**config.mk**
```make
export PLATFORM = sky130hd
export DESIGN_NAME = rpti_front
export DESIGN_NICKNAME = d
export VERILOG_FILES = /design/src/hw/rtl/rpti_pkg.sv /design/src/hw/rtl/rpti_front.sv
export SDC_FILE = /design/constraint.sdc
export NUM_CORES = 2
export LEC_CHECK = 0
export ABC_AREA = 1
export BUFFER_PORTS_ARGS = -buffer_cell sky130_fd_sc_hd__buf_2
export CAP_MARGIN = 20
export CORE_ASPECT_RATIO = 1.1
export CORE_MARGIN = 1
export CORE_UTILIZATION = 50
export CTS_CLUSTER_SIZE = 40
export DETAILED_ROUTE_END_ITERATION = 6
export GPL_ROUTABILITY_DRIVEN = 0
export PLACE_DENSITY = 0.7
export SLEW_MARGIN = 10
export SYNTH_ARGS = -nofsm -noshare
export SYNTH_HDL_FRONTEND = slang
export SYNTH_SLANG_ARGS = --single-unit
```
**constraint.sdc**
```tcl
create_clock -name clk -period 8.05 [get_ports clk]
set_clock_uncertainty 0.15 [all_clocks]
set_input_delay 1.61 -clock clk [delete_from_list [all_inputs] [get_ports clk]]
set_output_delay 1.61 -clock clk [all_outputs]
set_load 0.03 [all_outputs]
```
**src/hw/rtl/rpti_pkg.sv**
```systemverilog
`timescale 1ns / 1ps
`default_nettype none
package rpti_pkg;

  localparam int TABLE_DEPTH = 1024;
  localparam int ADDR_W      = $clog2(TABLE_DEPTH);
  localparam int IDX_W       = 10;
  localparam int DATA_W      = 32;
  localparam int FRAC_W      = 16;
  localparam int CFG_W       = 31;
  localparam int POS_W       = 2 * CFG_W;
  localparam int PROD_W      = DATA_W + FRAC_W + 2;
  localparam int Q_DEPTH     = 4;
  localparam int Q_PTR_W     = $clog2(Q_DEPTH);
  localparam int Q_CNT_W     = $clog2(Q_DEPTH + 1);

  localparam logic [CFG_W-1:0] RADIUS_RST      = 31'd157286;
  localparam logic [CFG_W-1:0] INDEX_SCALE_RST = 31'd27934720;

  typedef enum logic [1:0] {
    OP_WR_PROFILE  = 2'd0,
    OP_WR_GRADIENT = 2'd1,
    OP_EVAL        = 2'd2,
    OP_NOP         = 2'd3
  } op_t;

  typedef enum logic [0:0] {
    CFG_RADIUS      = 1'b0,
    CFG_INDEX_SCALE = 1'b1
  } cfg_idx_t;

  typedef enum logic [1:0] {
    KIND_WR_PROFILE  = 2'd0,
    KIND_WR_GRADIENT = 2'd1,
    KIND_EVAL        = 2'd2
  } kind_t;

  // one classified transaction between front and back
  typedef struct packed {
    kind_t               kind;
    logic [ADDR_W-1:0]   addr;
    logic [DATA_W-1:0]   data;
    logic                outside;
    logic [FRAC_W-1:0]   frac;
  } item_t;

  typedef struct packed {
    logic [Q_CNT_W-1:0] count;
    logic               empty;
    logic               busy;
  } qstat_t;

endpackage
`default_nettype wire

```
**src/hw/rtl/rpti_front.sv**
```systemverilog
`timescale 1ns / 1ps
`default_nettype none
module rpti_front
  import rpti_pkg::*;
(
  input  wire logic                clk,
  input  wire logic                rst_n,
  input  wire logic                accept,
  input  wire logic [1:0]          operation,
  input  wire logic [IDX_W-1:0]    entry_index,
  input  wire logic [DATA_W-1:0]   entry_data,
  input  wire logic [DATA_W-1:0]   radial_distance,
  input  wire logic [CFG_W-1:0]    radius,
  input  wire logic [CFG_W-1:0]    index_scale,
  output logic                     push,
  output item_t                    push_item
);

  logic                f1_vld_r;
  kind_t               f1_kind_r;
  logic [ADDR_W-1:0]   f1_addr_r;
  logic [DATA_W-1:0]   f1_data_r;
  logic [CFG_W-1:0]    f1_dist_r;

  logic                keep;
  kind_t               kind;
  logic [CFG_W-1:0]    dist_abs;
  logic [DATA_W-1:0]   dist_neg;
  logic                widx_ok;

  logic                f2_vld_r;
  item_t               f2_item_r;
  item_t               f2_item_nxt;
  logic [POS_W-1:0]    pos;
  logic [POS_W-33:0]   pos_idx;

  assign widx_ok  = 32'(entry_index) < 32'(TABLE_DEPTH);
  assign dist_neg = -radial_distance;

  // magnitude, saturating the most negative input
  always_comb begin
    if (radial_distance == {1'b1, {(DATA_W-1){1'b0}}}) begin
      dist_abs = {CFG_W{1'b1}};
    end else if (radial_distance[DATA_W-1]) begin
      dist_abs = dist_neg[CFG_W-1:0];
    end else begin
      dist_abs = radial_distance[CFG_W-1:0];
    end
  end

  always_comb begin
    keep = 1'b0;
    kind = KIND_EVAL;
    unique case (op_t'(operation))
      OP_WR_PROFILE: begin
        keep = widx_ok;
        kind = KIND_WR_PROFILE;
      end
      OP_WR_GRADIENT: begin
        keep = widx_ok;
        kind = KIND_WR_GRADIENT;
      end
      OP_EVAL: begin
        keep = 1'b1;
        kind = KIND_EVAL;
      end
      OP_NOP: begin
        keep = 1'b0;
      end
    endcase
  end

  always_ff @(posedge clk) begin
    if (!rst_n) begin
      f1_vld_r <= 1'b0;
    end else begin
      f1_vld_r <= accept && keep;
    end
  end

  always_ff @(posedge clk) begin
    if (accept) begin
      f1_kind_r <= kind;
      f1_addr_r <= ADDR_W'(entry_index);
      f1_data_r <= entry_data;
      f1_dist_r <= dist_abs;
    end
  end

  // scale to table position: integer part indexes, upper fraction bits weight
  assign pos     = {{CFG_W{1'b0}}, f1_dist_r} * {{CFG_W{1'b0}}, index_scale};
  assign pos_idx = pos[POS_W-1:32];

  always_comb begin
    f2_item_nxt.kind    = f1_kind_r;
    f2_item_nxt.data    = f1_data_r;
    f2_item_nxt.outside = 1'b0;
    f2_item_nxt.addr    = f1_addr_r;
    f2_item_nxt.frac    = '0;
    if (f1_kind_r == KIND_EVAL) begin
      f2_item_nxt.outside = f1_dist_r >= radius;
      if (32'(pos_idx) >= 32'(TABLE_DEPTH - 1)) begin
        f2_item_nxt.addr = ADDR_W'(TABLE_DEPTH - 1);
      end else begin
        f2_item_nxt.addr = ADDR_W'(pos_idx);
        f2_item_nxt.frac = pos[31:32-FRAC_W];
      end
    end
  end

  always_ff @(posedge clk) begin
    if (!rst_n) begin
      f2_vld_r <= 1'b0;
    end else begin
      f2_vld_r <= f1_vld_r;
    end
  end

  always_ff @(posedge clk) begin
    if (f1_vld_r) begin
      f2_item_r <= f2_item_nxt;
    end
  end

  assign push      = f2_vld_r;
  assign push_item = f2_item_r;

endmodule
`default_nettype wire

```
==> Yosys cells after proc, flatten, opt, wreduce, memory -nomap -nowiden <==
Cells that the tools add are included.
{ "word_totals": {"regBits": 138, "in_bits": 141, "out_inout_bits": 62} }
{ "classes": {"n_addsub": 1, "multipliers": 1, "order_cmp": 2, "n_eq_ne": 5, "mux": 5, "bitwise_logic": 1, "reduce_logical": 4} }
{ "ops": {"columns": ["op", "n"], "rows": [
  ["$mul 31x31->62", 1],
  ["$eq 32x32->1 const B", 1],
  ["$ge 31x31->1", 1],
  ["$mux 31", 1],
  ["$neg 31->31", 1],
  ["$ge 30x10->1 const B", 1],
  ["$mux 10", 2],
  ["$eq 2x2->1 const B", 3],
  ["$pmux 2 s2", 1],
  ["$reduce_or 3->1", 1],
  ["$eq 2x1->1 const B", 1],
  ["$logic_not 2->1", 1],
  ["$pmux 1 s2", 1],
  ["$reduce_or 2->1", 1],
  ["$logic_and 1x1->1", 1],
  ["$not 1->1", 1]
]} }

==> Depth between registers and ports, before layout <==
{ "logic_depth": {"ltp_word": 4, "depth_mapped": 41, "depth_no_buf": 39} }

==> Worst setup path after synthesis <==
OpenSTA, ideal clock, no wires.
{ "synth_path": {"path_kind": "input-to-reg", "startpoint": "input index_scale[7]", "endpoint": "register f2_item_r (netlist bit push_item[49]) (data pin)", "arrival_time_ns": 7.966, "slack_ns": -0.315, "path_stages": 33, "path_cell_list": "clkbuf_1 nand2_1 fa_1 inv_1 fa_1 inv_1 fa_1 fa_1 inv_1 fa_1 inv_1 fa_1 fa_1 fa_1 inv_1 ha_1 nand2_1 nor2_1 nand2_1 clkinv_1 nand2_1 nand2_1 a21oi_1 nand2_1 nand2_1 nand3_1 nor2_1 nand4_1 nor2_2 buf_6 nand3_2 nand2_1 inv_1"} }
{ "synth_rtl": {"columns": ["item", "line", "rtl"], "rows": [
  ["from (decl)", "rpti_front.sv:14", "input wire logic [CFG_W-1:0] index_scale,"],
  ["to (signal assigned)", "rpti_front.sv:121", "f2_item_r <= f2_item_nxt;"],
  ["to (decl)", "rpti_front.sv:32", "item_t f2_item_r;"]
]} }

==> results.ini <==
[floorplan]
fp.dieH_um=296
fp.dieW_um=269
die_area_um2=79600
boundaryPins=203
core_um2=77500
placementRows=107
start_util_pct=50.6

[place]
dp_slack_ns=-1.14
postPlaceCellArea_um2=44000
dp_hpwl_mm=90.8
io_buffers=202

[critical_path]
cp-end-kind=flop
arrival_ns=8.44
regToRegEndpoint=push_item[55]
cpMaxStageDelayCell=fa_2
cp_slowest_stage_delay_ns=0.61
cp_max_fo=7
rr_worst_depth=31
path_delay_family=adder cells
worst-setup-path-type=in2reg
rr_startpoint=f1_dist_r[4]
critPathLaunchType=input pin
r2r_slack_ns=0.13
critPathRequiredTime_ns=8.11
worst-path-buf-inv=10

[logic_synthesis]
synth_area_per_cell_um2=7.97
syn_nets=6185
yosys_warnings=0
synthesis.area_um2=39200
seq_area_frac_synth_pct=10.5
yosys.cell_types.count=43
ys_seq_elements=138
synth_cells=4924

[detailed_routing]
wl_mm=110
ant_nets=0
detail_route.wl_per_cell_um=17.3
num_vias=32300
detail_route.first_pass.iterations=6
initialDrtViolationCount=2527
route.detailed.drc=0
via_per_inst=5.08

[grt]
grt_usage_pct=29.2
overflow=0
antenna_found_initial=2
grt_pass1_wl_mm=179
grt_max_degree=62
grt_pass1_vias=34600

[timing]
fin_setup_tns_ns=-7.50
hold_viol_final=0
min_period_over_period_pct=104
rsz0062_at_grt=true
relSlewSlack_pct=38.9
worst_slew_pin_slew_ns=0.913
finalSetupViolCount=26
fmax_mhz=119
min_period_ns=8.39
setup_ws_ns=-0.336
whs_ns=0.269
finalMaxSlewViolations=0

[clocking]
cts_tree=built
cts.clk_slew.worst_paths_ns=0.07
cts_max_path_buffers=2
cts_made_buffers=17
clock_sinks=138
cts_htree_levels=4
clockRootBuffer=clkbuf_16
hold_buffers=0
clock_latency_ns=0.44

[finish]
layout_commonest_cell=inv_1
fin_nets=6562
multi_input_area_um2=30200
num-fill-cells=6618
final_cell_mix=1408 x inv_1, 1359 x nand2_1, 801 x fa_1
register_area_um2=4130
area_growth_pct=18.7
fin_area_um2=46600
drive_above_1_share_pct=18.2

[min_path]
hold_depth=0
hp-class=reg2reg
hold_end=push_item[40]
hp-start=f1_data_r[23]

[flow_run]
maxCapViolCount=0

[outcome]
outcome=complete, but fails checks
failed_checks=negative setup slack

## per-layer routing
metal  vias up  GRT usage, %  share of wire (%)
met4         2          10.8                3.9
met1     16000          38.2                 40
met3       250          5.93                9.0
met5         -             0             0.0073
met2      1352          47.8                 47
li1      14700             -                  -
## worst register-to-register path, delay by kind of cell (launching register included)
family | cells | cell delay, ns
flops | 1 | 0.83
buf+inv | 7 | 0.81
fa+ha+maj | 9 | 4.48
simple gates | 12 | 1.05
compound gates | 3 | 0.37
## sequential cells by signal (all words and copies together), names as in the netlist
register   cells
push_item     61
f1_data_r     32
f1_dist_r     31
f1_addr_r     10
f1_kind_r      2
f1_vld_r       1
push           1
## metrics by stage
stage / util (%) / instances
after floorplan: - / 4924
after global placement: 56.8 / 6270
after detailed placement: 56.8 / 6271
after CTS: 59.6 / 6342
after global routing: 60.1 / 6350
final: 60.1 / 6350
## worst max path at each step
stage | endpoint | from | depth (start not counted) | slack [ns]
2_1_floorplan | push_item[50] | index_scale[6] | 39 | -0.09
3_3_place_gp | push_item[50] | index_scale[9] | 31 | -1.13
3_5_place_dp | push_item[50] | index_scale[7] | 32 | -1.14
4_1_cts | push_item[3] | index_scale[26] | 34 | -0.22
5_1_grt | push_item[56] | index_scale[11] | 38 | -0.56
6_report | push_item[55] | index_scale[10] | 34 | -0.34
## synth_stat cells, drive strengths merged
library cell     n  area share (%)
a21oi           90             1.2
nor4             3           0.048
inv           1466              14
o21a             1           0.019
nor2           168             1.9
a21o             5           0.096
buf              5            0.13
o21ai           41            0.52
ha             284             9.1
nand4           11            0.18
fa             836              43
edfxtp         136              10
xor2            22            0.49
a21boi           2           0.038
o211ai           3           0.057
nor3            35            0.50
o31ai            5           0.096
o41ai            2           0.045
nand3b           9            0.17
o21bai          18            0.35
and2             5           0.080
clkinv           2           0.019
a221oi           2           0.045
nand2         1464              14
dfxtp            2            0.10
and3             1           0.016
clkbuf         191             1.8
nand3           80             1.2
or2             17            0.27
xnor2           17            0.38
nand2b           1           0.016
## timing repair
| action | 4_1_cts | 5_1_grt |
|---|---|---|
| gates resized for setup | 287 | 93 |
| setup endpoints to repair | 26 | 26 |
| gates cloned | 6 | 0 |
| pin swaps | 118 | 56 |
| buffers inserted | 34 | 7 |
## kinds of logic after synthesis
group           after synthesis  synth area share [%]
fa+ha+maj                  1120                  51.7
compound gates              169                  2.43
flops                       138                  10.5
buf+inv                    1664                  16.0
xor+xnor                     39                 0.871
simple gates               1794                  18.5
## final cells by class
class	count	share of cell area [%]
repair buffers	554	10.4
diodes	1	0.00537
clock buffers	17	0.914
flip-flops and latches	138	8.86
inverters	1468	11.9
multi-input cells	3122	64.8
well taps	1035	2.78
clock inverters	15	0.368
Power is left out: the tool's default activity adds up to more than one toggle a clock period on the data nets, which glitch-free logic cannot reach.
