--- config.mk ---
export PLATFORM = sky130hd
export DESIGN_NAME = rpti_queue
export DESIGN_NICKNAME = d
export VERILOG_FILES = /design/src/hw/rtl/rpti_pkg.sv /design/src/hw/rtl/rpti_queue.sv
export SDC_FILE = /design/constraint.sdc
export NUM_CORES = 1
export LEC_CHECK = 0
export BUFFER_PORTS_ARGS = -buffer_cell sky130_fd_sc_hd__buf_2
export CAP_MARGIN = 20
export CORE_AREA = 2 2 139 141
export CTS_CLUSTER_DIAMETER = 200
export DETAILED_ROUTE_END_ITERATION = 7
export DIE_AREA = 0 0 141 143
export GPL_ROUTABILITY_DRIVEN = 1
export PLACE_DENSITY_LB_ADDON = 0.1
export SLEW_MARGIN = 20
export SYNTH_ARGS = -nofsm -noshare
export SYNTH_HDL_FRONTEND = slang
export SYNTH_SLANG_ARGS = --single-unit
--- constraint.sdc ---
create_clock -name clk -period 3.29 [get_ports clk]
set_input_delay 0.4935 -clock clk [delete_from_list [all_inputs] [get_ports clk]]
set_output_delay 0.4935 -clock clk [all_outputs]
set_load 0.005 [all_outputs]
--- src/hw/rtl/rpti_pkg.sv ---
`timescale 1ns / 1ps
`default_nettype none
package rpti_pkg;

  localparam int TABLE_DEPTH = 1024;
  localparam int ADDR_W      = $clog2(TABLE_DEPTH);
  localparam int IDX_W       = 10;
  localparam int DATA_W      = 32;
  localparam int FRAC_W      = 16;
  localparam int CFG_W       = 31;
  localparam int POS_W       = 2 * CFG_W;
  localparam int PROD_W      = DATA_W + FRAC_W + 2;
  localparam int Q_DEPTH     = 4;
  localparam int Q_PTR_W     = $clog2(Q_DEPTH);
  localparam int Q_CNT_W     = $clog2(Q_DEPTH + 1);

  localparam logic [CFG_W-1:0] RADIUS_RST      = 31'd157286;
  localparam logic [CFG_W-1:0] INDEX_SCALE_RST = 31'd27934720;

  typedef enum logic [1:0] {
    OP_WR_PROFILE  = 2'd0,
    OP_WR_GRADIENT = 2'd1,
    OP_EVAL        = 2'd2,
    OP_NOP         = 2'd3
  } op_t;

  typedef enum logic [0:0] {
    CFG_RADIUS      = 1'b0,
    CFG_INDEX_SCALE = 1'b1
  } cfg_idx_t;

  typedef enum logic [1:0] {
    KIND_WR_PROFILE  = 2'd0,
    KIND_WR_GRADIENT = 2'd1,
    KIND_EVAL        = 2'd2
  } kind_t;

  // one classified transaction between front and back
  typedef struct packed {
    kind_t               kind;
    logic [ADDR_W-1:0]   addr;
    logic [DATA_W-1:0]   data;
    logic                outside;
    logic [FRAC_W-1:0]   frac;
  } item_t;

  typedef struct packed {
    logic [Q_CNT_W-1:0] count;
    logic               empty;
    logic               busy;
  } qstat_t;

endpackage
`default_nettype wire

--- src/hw/rtl/rpti_queue.sv ---
`timescale 1ns / 1ps
`default_nettype none
module rpti_queue
  import rpti_pkg::*;
(
  input  wire logic  clk,
  input  wire logic  rst_n,
  input  wire logic  push,
  input  wire item_t push_item,
  input  wire logic  pop,
  output item_t      head,
  output qstat_t     stat
);

  item_t                entries_r [Q_DEPTH];
  logic [Q_PTR_W-1:0]   wr_ptr_r;
  logic [Q_PTR_W-1:0]   rd_ptr_r;
  logic [Q_CNT_W-1:0]   count_r;
  logic [Q_CNT_W-1:0]   count_nxt;

  always_comb begin
    count_nxt = count_r;
    if (push && !pop) begin
      count_nxt = count_r + 1'b1;
    end else if (pop && !push) begin
      count_nxt = count_r - 1'b1;
    end
  end

  always_ff @(posedge clk) begin
    if (!rst_n) begin
      wr_ptr_r <= '0;
      rd_ptr_r <= '0;
      count_r  <= '0;
    end else begin
      if (push) begin
        wr_ptr_r <= wr_ptr_r + 1'b1;
      end
      if (pop) begin
        rd_ptr_r <= rd_ptr_r + 1'b1;
      end
      count_r <= count_nxt;
    end
  end

  always_ff @(posedge clk) begin
    if (push) begin
      entries_r[wr_ptr_r] <= push_item;
    end
  end

  assign head       = entries_r[rd_ptr_r];
  assign stat.count = count_r;
  assign stat.empty = count_r == '0;
  // leave room for the two transactions that may sit in the front stages
  assign stat.busy  = 32'(count_r) >= 32'(Q_DEPTH - 2);

endmodule
`default_nettype wire

After elaboration in Yosys (flattened, before gate mapping)
Memories as Yosys holds them, arrays and structs flattened. A register that Yosys moved wholly into a read port is not among the register bits.
Cells that the tools add are included.

storage, ports and cells
  memory bits (writable) = 244
  output and inout port bits = 66
  logic and storage cells = 21
  memories kept = 1
  flip-flop bits (word level) = 7
  input bits = 65

cells by class
  magnitude comparators = 1
  muxes and demuxes = 6
  reductions and logical operators = 6
  add/sub/neg operators = 4

memories
  name       depth  bits a word  rd ports  clocked after memory_dff  wr ports  RTL line          source
  entries_r  4      61           1         1                         1         rpti_queue.sv:15  item_t entries_r [Q_DEPTH];

operators by type and width
  cell                 count
  $mux 3               2
  $add 2x1->2 const B  2
  $mux 2               2
  $add 3x1->3 const B  1
  $ge 3x2->1 const B   1
  $logic_not 3->1      1
  $sub 3x1->3 const B  1
  $logic_and 1x1->1    2
  $logic_not 1->1      2
  $mux 1               2
  $reduce_bool 2->1    1

Longest topological paths before layout
Gate-level depths: netlist (run 1).

  word-level depth = 4
  mapped depth = 7
  gate-level depth less buffers = 7

Worst setup path before layout (run 1)
Ideal clock, no wire load.

  path type = reg2reg
  start point = register wr_ptr_r[0]
  end point = memory entries_r[2][0] (netlist name), enable pin
  period minus slack after synthesis = 2404 ps
  setup slack = 886 ps
  required time = 2865 ps
  library setup time = 425 ps
  path buffers = 0
  data arrival time = 1979 ps
  cell stages (with the launch flop) = 4
  cell sequence = dfxtp_1 -> inv_1 -> ha_1 -> and2_1

RTL lines
  element                   RTL line          source
  start: declaration        rpti_queue.sv:16  logic [Q_PTR_W-1:0] wr_ptr_r;
  start signal: assignment  rpti_queue.sv:37  wr_ptr_r <= wr_ptr_r + 1'b1;
  end: declaration          rpti_queue.sv:15

No word-level cell before the write port.

==> flow_summary.json, run 1 <==
{
  "fin_util": 0.592,
  "grtUsageTotal": 0.163,
  "cts_tree": "done",
  "core_area_um2": 18600,
  "clk_pin_slew_ps": 60,
  "boundaryPins": 131,
  "drc": 0,
  "cts_buffers": 27,
  "post_cts_resized": 0,
  "hold_path.class": "in -> reg",
  "leakage_uw": 0.00374,
  "synth_area_um2": 9310,
  "ir_drop_mv": 0.513,
  "grt_pass1_wl_um": 24600,
  "layout_setup_ws_ps": 581,
  "cts_setup_buffers": 0,
  "holdBufCountCts": 0,
  "fin_crit_ps": 2710,
  "fp-row-count": 50,
  "avgSynthCellArea_um2": 25.7,
  "start_util": 0.501,
  "crit_fanout": 25,
  "worstPathRequired_ps": 2800,
  "rsz0062_at_grt": "no",
  "gp_congestion": 0.650,
  "dieArea_um2": 20200,
  "syn_inst": 362,
  "dr_total_vias": 4080,
  "area_delta_synth_final_pct": 18.1,
  "routed_wl_um": 16100,
  "placed_cell_area_um2": 10200,
  "drt_iter0_drc": 184,
  "final_max_slew_viol_count": 0,
  "max_cap_violations": 0,
  "yosysUniqueCellTypes": 22,
  "grt_max_degree": 62,
  "clock_latency_ps": 510,
  "max_freq_mhz": 369,
  "dp_hpwl_um": 9160,
  "drive_above_1_share": 0.442,
  "final.period_utilization": 0.823,
  "cp-end-kind": "output port",
  "final_nets": 583,
  "avgViaCountPerCell": 5.33,
  "worst_pin_slew_ps": 959,
  "cts-htree-levels": 1,
  "fin_tns_setup_ps": 0,
  "fillCellCount": 1351,
  "outcome": "finished, final reports clean",
  "grt_overflow_total": 0,
  "ys_warn_count": 0,
  "dr.pass1.iters": 4,
  "fin_skew_ps": 10.5,
  "clock-root-buffer": "clkbuf_16",
  "start_kind": "flop",
  "finalInstanceArea_um2": 11000,
  "power_density_nw_per_um2": 649,
  "cts_buffer_depth": 3,
  "grt_pass1_vias": 4527,
  "path_class": "reg -> out",
  "hold_viol": 0,
  "dp_slack_ps": 1050,
  "clock_sinks": 253,
  "synth_seq_area_share": 0.806,
  "setup_viol": 0,
  "io_buffers": 130,
  "die_w_um": 141,
  "antenna_found_initial": 1,
  "slew_headroom": 0.361,
  "cp.arrival_ps": 2220,
  "syn_nets": 433,
  "ys_ff_latch": 253,
  "ant_nets": 0,
  "avgRoutedWirePerCell_um": 21.0,
  "die_y_um": 143
}
-- metrics by stage --
step           hold slack, ps  power (uW)  std cells
6_report                  193        7140        765
5_1_grt                   174        7420        764
4_1_cts                   169        7240        764
3_5_place_dp              505        4470        717
3_3_place_gp              506        4450        717
2_1_floorplan             488        4190        362
-- path summary, 6_finish.rpt --
path                           end  cells past startpoint           from  slack (ps)
setup reg to reg  entries_r[2][29]                      3    wr_ptr_r[0]        1500
setup / recovery          head[44]                      3           flop         580
hold reg to reg         count_r[2]                      2     count_r[2]         520
hold / removal    entries_r[1][46]                      1  push_item[46]         190
-- cell usage in the layout (no fill, tap or decap), types with 2 or more instances in the layout --
| cell | instances |
|---|---|
| clkinv_1 | 8 |
| and2_1 | 5 |
| edfxtp_1 | 244 |
| buf_2 | 130 |
| and2_4 | 4 |
| dfxtp_4 | 2 |
| xnor2_1 | 2 |
| dfxtp_1 | 7 |
| ha_1 | 5 |
| nor2b_1 | 2 |
| clkbuf_1 | 7 |
| xor2_1 | 3 |
| clkbuf_16 | 27 |
| inv_1 | 4 |
| bufinv_16 | 2 |
| buf_12 | 3 |
| mux4_2 | 60 |
| clkinv_2 | 2 |
| buf_4 | 2 |
| mux2i_1 | 2 |
-- routing by layer --
metal,part of all wire,vias up,global-route usage
met4,0.020,0,0.0421
met5,0,-,0
met1,0.40,2100,0.198
met3,0.063,28,0.0456
met2,0.52,115,0.290
li1,-,1837,-
-- cell families (layout without fill, tap and decap cells) --
group | after synthesis | after routing | share of synthesized area
xor+xnor | 5 | 5 | 0.00470
mux | 63 | 63 | 0.150
compound gates | 2 | 2 | 0.00134
buf+inv | 18 | 186 | 0.0193
fa+ha+maj | 6 | 6 | 0.00887
flops | 253 | 253 | 0.806
other cells | 0 | 1 | 0
simple gates | 15 | 15 | 0.00954
-- layout make-up --
type | count | area (um2) | share of cell area
Sequential cell | 253 | 7510 | 0.683
Antenna cell | 1 | 2.50 | 0.000228
Tap cell | 234 | 293 | 0.0266
Clock inverter | 13 | 111 | 0.0101
Timing Repair Buffer | 135 | 726 | 0.0660
Multi-Input combinational cell | 91 | 1640 | 0.149
Inverter | 4 | 15.0 | 0.00137
Clock buffer | 34 | 702 | 0.0638
-- flip-flops by register name, indices dropped and copies added (netlist names), named ones only --
signal,flops
count_r,3
wr_ptr_r,2
entries_r,244
rd_ptr_r,2
-- where the power goes --
group / total [uW] / leakage, uW / switching, uW / internal (uW)
clock: 2760 / 0.000396 / 1110 / 1650
combinational: 615 / 0.00103 / 296 / 319
sequential: 3770 / 0.00232 / 64.1 / 3700
-- cells in the mapped netlist --
| cell type | count | area (um2) |
|---|---|---|
| buf_1 | 1 | 3.75 |
| buf_12 | 6 | 120 |
| nand2_1 | 1 | 3.75 |
| buf_2 | 6 | 30.0 |
| edfxtp_1 | 244 | 7330 |
| mux2i_1 | 2 | 20.0 |
| ha_1 | 5 | 62.6 |
| dfxtp_1 | 9 | 180 |
| xnor2_1 | 2 | 17.5 |
| fa_1 | 1 | 20.0 |
| or2_2 | 1 | 6.26 |
| and2_1 | 9 | 56.3 |
| or3_1 | 1 | 6.26 |
| nor2b_1 | 2 | 12.5 |
| nor2_1 | 1 | 3.75 |
| a21boi_0 | 1 | 7.51 |
| xor2_1 | 3 | 26.3 |
| mux4_2 | 60 | 1350 |
| mux4_1 | 1 | 26.3 |
| buf_6 | 1 | 11.3 |
| inv_1 | 4 | 15.0 |
| o21ai_0 | 1 | 5.00 |
-- critical path: stages, from the launching register on --
cell and delay (ps):
dfxtp_4 680, buf_12 300, mux4_2 550, buf_2 140
(Power assumes the default switching activity.)
==> run 2: changes to the inputs <==
- clock period: 3.29 -> 2.2 ns (I/O delays scaled with it)
==> flow_summary.json, run 2 (synthesis results as in run 1) <==
{
  "area_delta_synth_final_pct": 21.7,
  "rsz0062_at_grt": "yes",
  "final_nets": 601,
  "cts-htree-levels": 1,
  "final.period_utilization": 1.01,
  "path_class": "reg -> out",
  "ir_drop_mv": 0.608,
  "final_cell_mix": "edfxtp_1, buf_2, mux4_2",
  "power_density_nw_per_um2": 936,
  "grt_pass1_wl_um": 24800,
  "drt_iter0_drc": 250,
  "regToRegStartpoint": "wr_ptr_r[0]",
  "p_comb_frac": 0.104,
  "final_max_slew_viol_count": 0,
  "clk_pin_slew_ps": 60,
  "top_regs": "entries_r: 244 flops, count_r: 3 flops",
  "avgRoutedWirePerCell_um": 22.0,
  "crit_fanout": 6,
  "cp.arrival_ps": 1900,
  "avgViaCountPerCell": 5.39,
  "leakage_uw": 0.00389,
  "min_to": "entries_r[2][20]",
  "gp_congestion": 0.682,
  "rr_worst_depth": 4,
  "final_cells": 785,
  "layout_commonest_cell": "edfxtp_1",
  "worst_pin_slew_ps": 416,
  "violations": "negative setup slack",
  "power.share.sequential": 0.528,
  "layout_setup_ws_ps": -26.1,
  "cts_buffer_depth": 3,
  "largest_reg_flops": 244,
  "max_cap_violations": 0,
  "switching_share": 0.213,
  "grt_pass1_vias": 4484,
  "routed_wl_um": 17200,
  "hold_depth": 1,
  "drive_above_1_share": 0.461,
  "clock_latency_ps": 510,
  "max_freq_mhz": 449,
  "dieArea_um2": 20200,
  "top_register": "entries_r",
  "io_buffers": 130,
  "holdWs_ps": 25.2,
  "grtUsageTotal": 0.164,
  "rrSetupSlack_ps": 550,
  "dr.pass1.iters": 4,
  "drc": 0,
  "hold_viol": 0,
  "dr_total_vias": 4233,
  "worstHoldStart": "push_item[20]",
  "p_switching_uw": 2260,
  "slew_headroom": 0.723,
  "dp_cells": 723,
  "p_int_uw": 8350,
  "grt_overflow_total": 0,
  "cts_tree": "done",
  "die_y_um": 143,
  "fin_skew_ps": 6.97,
  "die_w_um": 141,
  "boundaryPins": 131,
  "cts_buffers": 26,
  "grt_max_degree": 62,
  "hold_path.class": "in -> reg",
  "p_total_uw": 10600,
  "outcome": "complete, but fails checks",
  "worstPathRequired_ps": 1870,
  "dp_hpwl_um": 9280,
  "start_util": 0.501,
  "antenna_found_initial": 2,
  "cp-end-kind": "output port",
  "ant_nets": 0,
  "clock-root-buffer": "clkbuf_16",
  "core_area_um2": 18600,
  "start_kind": "flop",
  "reg2reg_to": "entries_r[2][24]",
  "clock_sinks": 253,
  "setup_viol": 17,
  "fin_crit_ps": 2230,
  "pwr-share-clk": 0.368,
  "fp-row-count": 50
}
==> run 2: cell types whose count changed in the layout (fill, tap and decap cells not counted), moves of 2 or more <==
cell       delta
buf_6         +6
buf_16        +2
buf_8         +2
buf_12        +5
bufinv_16     -2
buf_2         -4
clkbuf_1      -3
buf_4         +3
clkinv_1      +3
clkbuf_16     +5
==> run 2: cell type report <==
cell class / instances / area (um2)
diodes: 2 / 5.00
clock buffers: 31 / 691
clock inverters: 16 / 72.6
fillers: 1321 / 7250
inverters: 4 / 15.0
multi-input cells: 91 / 1640
flip-flops and latches: 253 / 7510
well taps: 234 / 293
repair buffers: 154 / 1110
==> run 2: repair_timing <==
| item | in CTS | in global routing |
|---|---|---|
| resized for setup | 2 | 9 |
| endpoints found under the setup margin | 39 | 61 |
| hold buffers | 0 | 0 |
| buffers inserted | 0 | 4 |
| cloned | 0 | 9 |
==> run 2: how the worst max path moves through the flow <==
stage	cells after the start	slack, ps	to	startpoint
2_1_floorplan	3	460	entries_r[2][0]	wr_ptr_r[0]
3_3_place_gp	7	420	count_r[2]	push
3_5_place_dp	7	370	count_r[2]	push
4_1_cts	3	-60	head[60]	flop
5_1_grt	4	-80	head[6]	flop
6_report	4	-30	head[7]	flop
==> run 2: routing by layer <==
metal / vias to the layer above / global-route usage / wire length (um) / part of all wire
met5: - / 0 / 0 / 0
met4: 0 / 0.0511 / 273 / 0.016
met3: 22 / 0.0476 / 1140 / 0.066
met2: 121 / 0.260 / 8210 / 0.48
met1: 2200 / 0.223 / 7610 / 0.44
li1: 1890 / - / - / -
==> run 2: power groups by stage <==
stage          clock network, uW  registers (uW)  logic, uW
2_1_floorplan                  0            5680        587
3_3_place_gp                   0            5690        981
3_5_place_dp                   0            5710        992
4_1_cts                     4000            5610       1000
5_1_grt                     4190            5610       1200
6_report                    3900            5600       1110
==> run 2: worst max-delay path, stage by stage (launching register included) <==
cell and delay [ps]:
dfxtp_4 390, buf_12 160, clkbuf_16 180, mux4_2 510, buf_2 150
==> run 2: stage by stage <==
step	setup slack, ps	util	cell area (um2)	setup TNS [ps]
after CTS	-64.8	0.596	11100	-1680
after floorplan	458	-	9320	0
after detailed placement	369	0.554	10300	0
after global routing	-83.8	0.610	11300	-2990
after global placement	418	0.554	10300	0
final	-26.1	0.610	11300	-141
==> run 3: changes to the inputs <==
- CTS_BUF_LIST: not set -> sky130_fd_sc_hd__clkbuf_8
==> flow_summary.json, run 3 (synthesis results as in run 1) <==
{
  "dr_total_vias": 4510,
  "final_nets": 670,
  "diodes": 0,
  "max_freq_mhz": 451,
  "clock_sinks": 253,
  "dr.pass1.iters": 4,
  "final_max_slew_viol_count": 0,
  "max_cap_violations": 0,
  "rrSetupSlack_ps": 530,
  "cp.depth": 4,
  "grt_overflow_total": 0,
  "setup_viol": 18,
  "ir_drop_mv": 0.470,
  "top_register": "entries_r",
  "final_cells": 865,
  "clock-root-buffer": "clkbuf_8",
  "area_delta_synth_final_pct": 27.5,
  "worstPathRequired_ps": 1870,
  "start_util": 0.501,
  "clock_latency_ps": 520,
  "core_area_um2": 18600,
  "rr_worst_depth": 4,
  "gp_congestion": 0.682,
  "drc": 0,
  "reg2reg_to": "entries_r[2][24]",
  "leakage_uw": 0.00420,
  "avgViaCountPerCell": 5.21,
  "max_stage_delay_ps": 510,
  "holdWs_ps": 39.9,
  "slew_headroom": 0.728,
  "largest_reg_flops": 244,
  "cts-htree-levels": 2,
  "fp-row-count": 50,
  "final.period_utilization": 1.01,
  "die_w_um": 141,
  "worstHoldStart": "push_item[16]",
  "crit_fanout": 6,
  "cp.arrival_ps": 1890,
  "fin_crit_ps": 2220,
  "worst_pin_slew_ps": 409,
  "io_buffers": 130,
  "crit_path_end": "head[7]",
  "dieArea_um2": 20200,
  "power_density_nw_per_um2": 876,
  "routed_wl_um": 17900,
  "dp_slack_ps": 369,
  "drt_iter0_drc": 269,
  "clk_pin_slew_ps": 60,
  "layout_setup_ws_ps": -16.0,
  "start_kind": "flop",
  "ant_nets": 0,
  "die_y_um": 143,
  "top_regs": "entries_r: 244 flops, count_r: 3 flops",
  "violations": "negative setup slack",
  "grt_max_degree": 62,
  "cp-end-kind": "output port",
  "final_cell_mix": "edfxtp_1, buf_2, mux4_2",
  "dp_hpwl_um": 9280,
  "avgRoutedWirePerCell_um": 20.6,
  "fin_tns_setup_ps": -129,
  "layout_commonest_cell": "edfxtp_1",
  "cp_top_family": "multiplexers",
  "antenna_found_initial": 0,
  "grt_pass1_vias": 4836,
  "path_buf_inv": 3,
  "cts_buffer_depth": 3,
  "regToRegStartpoint": "wr_ptr_r[0]",
  "outcome": "complete, but fails checks",
  "cp_slowest_cell": "mux4_2",
  "grt_pass1_wl_um": 25900,
  "grtUsageTotal": 0.171,
  "fin_skew_ps": 13.7,
  "hold_path.class": "in -> reg",
  "cts_buffers": 41,
  "drive_above_1_share": 0.426,
  "rsz0062_at_grt": "yes",
  "cts_tree": "done",
  "path_class": "reg -> out",
  "boundaryPins": 131,
  "path_cells": "buf_12 > clkbuf_16 > mux4_2 > buf_2",
  "hold_viol": 0,
  "dp_cells": 723,
  "p_total_uw": 10400
}
==> run 3: changes by cell type in the layout (fill, tap and decap cells not counted), moves of 4 or more <==
cell / delta
clkbuf_16: -27
dlygate4sd3_1: +54
inv_1: +20
clkbuf_8: +46
clkbuf_1: -4
clkinv_1: -4
==> run 3: power by group <==
part | leakage (uW) | total [uW] | switching (uW) | internal (uW)
clock network | 0.000452 | 3600 | 1690 | 1910
logic | 0.00143 | 1200 | 533 | 665
registers | 0.00232 | 5600 | 66.9 | 5530
total | 0.00420 | 10400 | 2290 | 8100
==> run 3: routing by layer <==
| layer | global-route usage | share of wire | vias up |
|---|---|---|---|
| met5 | 0 | 0 | - |
| met4 | 0.0605 | 0.019 | 0 |
| met3 | 0.0500 | 0.060 | 27 |
| met2 | 0.269 | 0.47 | 142 |
| met1 | 0.231 | 0.45 | 2320 |
| li1 | - | - | 2021 |
==> run 3: cell type report <==
type | instances | area, um2
flip-flops and latches | 253 | 7510
fillers | 1314 | 6710
repair buffers | 208 | 1670
multi-input cells | 91 | 1640
clock buffers | 46 | 633
well taps | 234 | 293
clock inverters | 29 | 114
inverters | 4 | 15.0
==> run 3: what timing repair did <==
item	CTS	global route
resized for setup	2	13
cloned	0	9
hold buffers	54	0
endpoints found under the hold margin	210	0
endpoints found under the setup margin	55	61
buffers inserted	0	4
==> run 3: worst min path at each step <==
stage / endpoint / slack, ps / cells after the start
finish: entries_r[0][16] / 40 / 1
global route: entries_r[3][16] / 10 / 1
CTS: entries_r[3][24] / 0.8 / 1
detailed placement: count_r[2] / 500 / 2
global placement: count_r[2] / 490 / 2
floorplan: entries_r[0][0] / 430 / 0
==> run 3: stage by stage <==
step                       util  instance area (um2)
after floorplan               -                 9320
after global placement    0.554                10300
after detailed placement  0.554                10300
after CTS                 0.624                11600
after global routing      0.639                11900
final                     0.639                11900
